==> src/sv/wgp_pkg.sv <==
package wgp_pkg;

  localparam int SOUND_DEPTH  = 65536;
  localparam int WINDOW_DEPTH = 4096;
  localparam int SAMPLE_BITS  = 16;

  localparam int SND_AW = $clog2(SOUND_DEPTH);
  localparam int WIN_AW = $clog2(WINDOW_DEPTH);

  localparam int DIV_NW = 41;
  localparam int DIV_DW = 32;
  localparam int DIV_CW = $clog2(DIV_NW);

  typedef enum logic [1:0] {
    KIND_TICK,
    KIND_TRIG,
    KIND_SND_WR,
    KIND_WIN_WR
  } kind_t;

  typedef enum logic [2:0] {
    CFG_SOUND_FRAMES,
    CFG_WINDOW_FRAMES,
    CFG_SOUND_INTERP,
    CFG_WINDOW_INTERP,
    CFG_REVERSE,
    CFG_SOUND_RATE,
    CFG_OUTPUT_RATE
  } cfg_idx_t;

  typedef struct packed {
    logic              start;
    logic [DIV_NW-1:0] dividend;
    logic [DIV_DW-1:0] divisor;
  } div_req_t;

  typedef struct packed {
    logic              done;
    logic [DIV_NW-1:0] quot;
    logic [DIV_DW-1:0] rem;
  } div_rsp_t;

endpackage

==> src/sv/wgp_div.sv <==
module wgp_div
  import wgp_pkg::*;
(
  input  logic     clk,
  input  logic     rst,
  input  div_req_t req,
  output div_rsp_t rsp
);

  logic              busy;
  logic [DIV_CW-1:0] cnt;
  logic [DIV_NW-1:0] quo;
  logic [DIV_DW-1:0] rem;
  logic [DIV_DW-1:0] dsr;
  logic              done;
  logic [DIV_DW:0]   trial;
  logic [DIV_DW:0]   diff;

  assign trial = {rem, quo[DIV_NW-1]};
  assign diff  = trial - {1'b0, dsr};

  always_ff @(posedge clk) begin
    if (rst) begin
      busy <= 1'b0;
      done <= 1'b0;
      cnt  <= '0;
    end else begin
      done <= 1'b0;
      if (req.start) begin
        quo  <= req.dividend;
        rem  <= '0;
        dsr  <= req.divisor;
        cnt  <= '0;
        busy <= 1'b1;
      end else if (busy) begin
        if (trial >= {1'b0, dsr}) begin
          rem <= diff[DIV_DW-1:0];
          quo <= {quo[DIV_NW-2:0], 1'b1};
        end else begin
          rem <= trial[DIV_DW-1:0];
          quo <= {quo[DIV_NW-2:0], 1'b0};
        end
        cnt <= cnt + 1'b1;
        if (cnt == DIV_CW'(DIV_NW - 1)) begin
          busy <= 1'b0;
          done <= 1'b1;
        end
      end
    end
  end

  assign rsp.done = done;
  assign rsp.quot = quo;
  assign rsp.rem  = rem;

endmodule

==> config.mk <==
export PLATFORM = sky130hd
export DESIGN_NAME = wgp_div
export DESIGN_NICKNAME = d
export VERILOG_FILES = /design/src/sv/wgp_pkg.sv /design/src/sv/wgp_div.sv
export SDC_FILE = /design/constraint.sdc
export NUM_CORES = 1
export LEC_CHECK = 0
export BUFFER_PORTS_ARGS = -buffer_cell sky130_fd_sc_hd__buf_4
export CAP_MARGIN = 0
export CORE_MARGIN = 2
export CORE_UTILIZATION = 49
export CTS_CLUSTER_DIAMETER = 80
export DETAILED_ROUTE_END_ITERATION = 7
export GPL_TIMING_DRIVEN = 0
export PLACE_DENSITY = 0.84
export SYNTH_ARGS = -nofsm -noshare
export SYNTH_HDL_FRONTEND = slang
export SYNTH_SLANG_ARGS = --single-unit
export TNS_END_PERCENT = 20
==> constraint.sdc <==
create_clock -name clk -period 5.3 [get_ports clk]
set_input_delay 1.06 -clock clk [delete_from_list [all_inputs] [get_ports clk]]
set_output_delay 1.06 -clock clk [all_outputs]
set_load 0.005 [all_outputs]
# Yosys cells after proc, flatten, opt, wreduce, memory -nomap -nowiden

Cells that the tools add are included.

Add/sub/neg operators: 2
Order comparisons: 1
Equal/unequal tests: 1
Multiplexer cells: 9
Bitwise logic cells: 2
Reductions and logical operators: 5

Operators by type and width:

| kind                  | count |
|---|---|
| $mux W41              | 2 |
| $mux W32              | 2 |
| $ge A33 B32 Y1        | 1 |
| $sub A32 B32 Y32      | 1 |
| $add A6 B1 Y6 const B | 1 |
| $eq A6 B6 Y1 const B  | 1 |
| $mux W1               | 5 |
| $reduce_and A2 Y1     | 2 |
| $reduce_or A3 Y1      | 1 |
| $not A1 Y1            | 2 |
| $reduce_bool A2 Y1    | 1 |
| $reduce_or A2 Y1      | 1 |

Bits in registers: 113
Bits of input ports: 76
Output and inout bits: 74
Word-level logic and storage cells: 26

# Longest topological paths before layout

Depth in word-level cells: 4
Gate-level depth with buffers: 14
Depth with buffers taken out: 12

# Worst setup path after synthesis

Ideal clock, no wire load.

Kind: input port to flip-flop
Start: input port req[73] (netlist bit)
End: register quo[0], enable pin
Library setup time: 0.505 ns
Data arrival time: 4.818 ns
Required time: 4.795 ns
Path slack: -0.022 ns
Stages: 4
Path buffers: 2
Cell sequence: buf_1 > buf_1 > nor2_1 > nor2_1

Cells in the longest elaborated chain, start to end: 2

RTL lines:

| what                                | line          | text |
|---|---|---|
| from (decl)                         | wgp_div.sv:6  | `input div_req_t req,` |
| $reduce_bool A2 Y1 (no source line) | -             |  |
| $reduce_and A2 Y1 (no source line)  | -             |  |
| to (signal assigned)                | wgp_div.sv:30 | `quo <= req.dividend;` |
| to (signal assigned)                | wgp_div.sv:38 | `quo <= {quo[DIV_NW-2:0], 1'b1};` |
| to (signal assigned)                | wgp_div.sv:41 | `quo <= {quo[DIV_NW-2:0], 1'b0};` |
| to (decl)                           | wgp_div.sv:12 | `logic [DIV_NW-1:0] quo;` |

No other way between the ends.
A chain may end at the register's enable or synchronous reset.

# Worst setup path in the final report

Start: register rem[3]
End: register quo[0], data pin

Cells in the longest elaborated chain, start to end: 4

RTL lines:

| what                   | line          | text |
|---|---|---|
| from (decl)            | wgp_div.sv:13 | `logic [DIV_DW-1:0] rem;` |
| from (signal assigned) | wgp_div.sv:37 | `rem <= diff[DIV_DW-1:0];` |
| from (signal assigned) | wgp_div.sv:40 | `rem <= trial[DIV_DW-1:0];` |
| $ge A33 B32 Y1         | wgp_div.sv:36 | `if (trial >= {1'b0, dsr}) begin` |
| $mux W1                | wgp_div.sv:36 |  |
| $mux W41               | wgp_div.sv:35 | `end else if (busy) begin` |
| $mux W41               | wgp_div.sv:29 | `if (req.start) begin` |

No other way between the ends. The select of a mux whose other input is x is not followed.

==> implementation parameters <==
Parameter                              Value

Min path
  Path class of the lowest-slack min-delay path    reg2reg

Worst setup path
  CP endpoint    quo[0]$_DFFE_PP_
  Capturing point of the worst reg2reg path    quo[0]$_DFFE_PP_
  Critical Path End Type    flop
  Launch point of the worst reg-to-reg path    rem[3]$_SDFFCE_PP0P_
  Worst Setup SP    rem[3]$_SDFFCE_PP0P_
  Sort of element at the start of the critical path    flop
  Number of cell instances on the worst register-to-register path    11
  Slack of the worst reg-to-reg path    2.02 ns
  Classification of the worst setup path    reg2reg
  WP data arrival    3.46 ns
  CP max FO    10
  CP Data Required Time    5.47 ns

Logic synthesis
  Synthesized netlist cell count    542
  Post-synthesis cell area    0.00633 mm2
  Synth Register Bits    113
  Post-synthesis async set-or-reset flop share    0%
  Cell types occupying the most area after synthesis    sky130_fd_sc_hd__edfxtp_1, sky130_fd_sc_hd__mux2_2, sky130_fd_sc_hd__ha_1
  Post-synthesis cell type with the largest combined area    sky130_fd_sc_hd__edfxtp_1
  Dominant cell by count in the synthesized netlist    sky130_fd_sc_hd__edfxtp_1
  Dominant register cell in the synthesized netlist    sky130_fd_sc_hd__edfxtp_1
  Post-synthesis area per instance    11.7 um2
  Sequential element share of the synthesized area    52.4%
  Number of distinct library cells after synthesis    54
  Synth Warn #    0
  Most frequent cells after synthesis    sky130_fd_sc_hd__edfxtp_1, sky130_fd_sc_hd__nor2_1, sky130_fd_sc_hd__inv_1
  Fraction of post-synthesis cell area in the top cell type by area    49.8%
  Post-synth EDFFs    105
  Synthesized Nets    653

Layout
  Area occupied by multi-input gates    0.00273 mm2
  Final-layout fill cell count    968
  Ratio of cells with drive above 1 in the final layout    33.8%
  Count of antenna diodes in the layout    0
  Number of nets in the layout    823
  Area added between synthesis and finish    31.3%
  Storage element area    0.00331 mm2
  Count of non-filler cells in the finished layout    897

STA
  Final number of hold-violating endpoints    0
  Setup clock skew after layout    0.0122 ns
  Min cycle time layout    3.28 ns
  Final-layout worst hold slack    0.490 ns
  Fmax    304 MHz
  Max_slew headroom    37.2%
  Final setup vio count    0
  Count of pins over their slew limit    0
  Setup repair after global routing missed its margin    no
  Fraction of the cycle the final worst path needs    62.0%
  Slew at the pin with the worst max-slew slack    0.940 ns

Run status
  Run status    completed

Global route
  Pin count of the biggest net entering global routing    37
  Overall track demand over capacity in global routing    23.0%
  Antenna violations before repair    0
  Wire length of the first global-routing pass    25000 um
  Congestion Overflow GR    0
  Via count of the first global-routing pass    5083

Job
  Number of max-cap violations    0

Die
  Total die area    0.0138 mm2
  Area of the core    0.0126 mm2
  Placement row count    41
  Vertical extent of the die    118 um
  Number of top-level pins    150
  Die X-Extent    118 um
  Initial standard-cell utilization of the core    50.1%

Placement
  Post-DP HPWL    11500 um
  Buffers added on ports    149
  Routability congestion estimate from global placement    0.968
  Placed Cells incl. Taps    865

Clocking
  H-tree level count    4
  Clock transition at the register clock pins on the worst setup and hold paths after CTS    0.06 ns
  TritonCTS clock tree    yes
  Hold-fix buffer count after cts    0
  Clock latency on the worst-skew pair    0.42 ns
  PostCTS Resize Cnt    0
  Sinks on the clock net    113
  Number of buffers on the longest clock path    2
  Buffers inserted during post-CTS setup optimization    0
  Root Buffer Master    sky130_fd_sc_hd__clkbuf_16
  Total clock buffers created by CTS    17

Routing
  Remaining antenna violation count    0
  Drc violations    0
  DRT Pass-1 Iters    4
  Via count    4821
  Total detailed-routing wirelength    15500 um
  DR vias/cell    5.37
  WL per Instance    17.3 um
  Detailed Route Iter0 Violations    256

Pwr
  Total power density per cell area    353 mW/mm2
  Maximum ir drop on the vdd rail    0.238 mV
  Leakage    3.58 nW
==> cells by family (layout without fill, tap and decap cells) <==
family / after synthesis / count (layout) / share of synthesized area (%)
AOI/OAI and AO/OA: 110 / 110 / 12.3
and+or+nand+nor: 127 / 127 / 9.28
xor gates and xnor gates: 28 / 28 / 3.88
adders and majority gates: 35 / 35 / 7.04
buffers and inverters: 68 / 251 / 4.65
muxes: 61 / 61 / 10.5
DFF: 113 / 113 / 52.4
==> per-layer routing <==
metal	share of wire, %	GRT usage, %	routed length (um)	vias up
li1	-	-	-	2329
met1	39	24.7	5980	2284
met2	50	39.6	7770	179
met3	9.2	10.2	1420	29
met4	2.1	9.49	325	0
met5	0	0	0	-
==> flip-flops by register name, summed over array words and instances (netlist names) <==
name and count:
busy 1, quo 41, cnt 6, done 1, rem 32, dsr 32
==> power breakdown <==
| part | internal [mW] | total (mW) | leakage (nW) | switching [mW] |
|---|---|---|---|---|
| clock | 0.711 | 1.15 | 0.277 | 0.435 |
| sequential | 1.07 | 1.11 | 1.07 | 0.0436 |
| combinational | 0.325 | 0.676 | 2.23 | 0.351 |
| total | 2.10 | 2.93 | 3.58 | 0.829 |
==> through the flow <==
| step | power (mW) | util (%) | area, um2 | TNS, ns | worst slack, ns |
|---|---|---|---|---|---|
| final | 2.93 | 65.8 | 8310 | 0 | 2.02 |
| after global routing | 3.06 | 65.8 | 8310 | 0 | 1.83 |
| after CTS | 2.95 | 65.8 | 8310 | 0 | 2.01 |
| after detailed placement | 1.80 | 61.1 | 7710 | 0 | 2.04 |
| after global placement | 1.77 | 60.7 | 7660 | -10.90 | -0.152 |
| after floorplan | 1.57 | - | 6330 | 0 | 1.19 |
==> cell usage in the layout, fill, tap and decap left out, drive strengths merged, types with 2 or more instances in the layout <==
cell type	count
o21bai	5
or3	3
nor3	3
mux2	41
clkinv	4
xnor2	19
or2	2
bufinv	2
dfxtp	8
a21oi	33
ha	34
nor2b	2
clkbuf	27
o22ai	2
o211ai	8
nor2	51
nand3	12
a211oi	9
xor2	9
nand2	27
clkinvlp	4
buf	165
a31oi	3
nand4	10
o21a	4
mux2i	20
nand2b	7
inv	49
o31ai	3
edfxtp	105
nand3b	2
and3	5
a21o	17
o21ai	16
a211o	3
==> final cells by class <==
| class | count | area share, % |
|---|---|---|
| tap | 172 | 2.59 |
| sequential | 113 | 39.9 |
| buffer | 22 | 1.46 |
| clock buffer | 19 | 5.33 |
| multi-input combinational | 361 | 32.9 |
| timing repair buffer | 151 | 13.9 |
| clock inverter | 13 | 1.82 |
| inverter | 46 | 2.08 |
==> worst min path at each step <==
| stage | start | endpoint | slack [ns] | cells past startpoint |
|---|---|---|---|---|
| 2_1_floorplan | cnt[5]$_SDFFE_PP0P_ | cnt[5]$_SDFFE_PP0P_ | 0.46 | 2 |
| 3_3_place_gp | cnt[5]$_SDFFE_PP0P_ | cnt[5]$_SDFFE_PP0P_ | 0.47 | 2 |
| 4_1_cts | cnt[5]$_SDFFE_PP0P_ | cnt[5]$_SDFFE_PP0P_ | 0.49 | 2 |
| 6_report | cnt[5]$_SDFFE_PP0P_ | cnt[5]$_SDFFE_PP0P_ | 0.49 | 2 |
| 3_5_place_dp | cnt[5]$_SDFFE_PP0P_ | cnt[5]$_SDFFE_PP0P_ | 0.48 | 2 |
| 5_1_grt | cnt[5]$_SDFFE_PP0P_ | cnt[5]$_SDFFE_PP0P_ | 0.53 | 2 |
==> critical path, stage by stage (launching register included) <==
cell                        delay, ns
sky130_fd_sc_hd__edfxtp_1        0.42
sky130_fd_sc_hd__ha_1            0.39
sky130_fd_sc_hd__a21o_1          0.21
sky130_fd_sc_hd__a211o_1         0.31
sky130_fd_sc_hd__o211ai_4        0.24
sky130_fd_sc_hd__o21ai_4         0.12
sky130_fd_sc_hd__a211oi_4        0.36
sky130_fd_sc_hd__a2111oi_2       0.16
sky130_fd_sc_hd__or2_1           0.25
sky130_fd_sc_hd__buf_6           0.15
sky130_fd_sc_hd__buf_6           0.16
sky130_fd_sc_hd__mux2_4          0.27
Note: power is estimated with default switching activity, not from simulation.
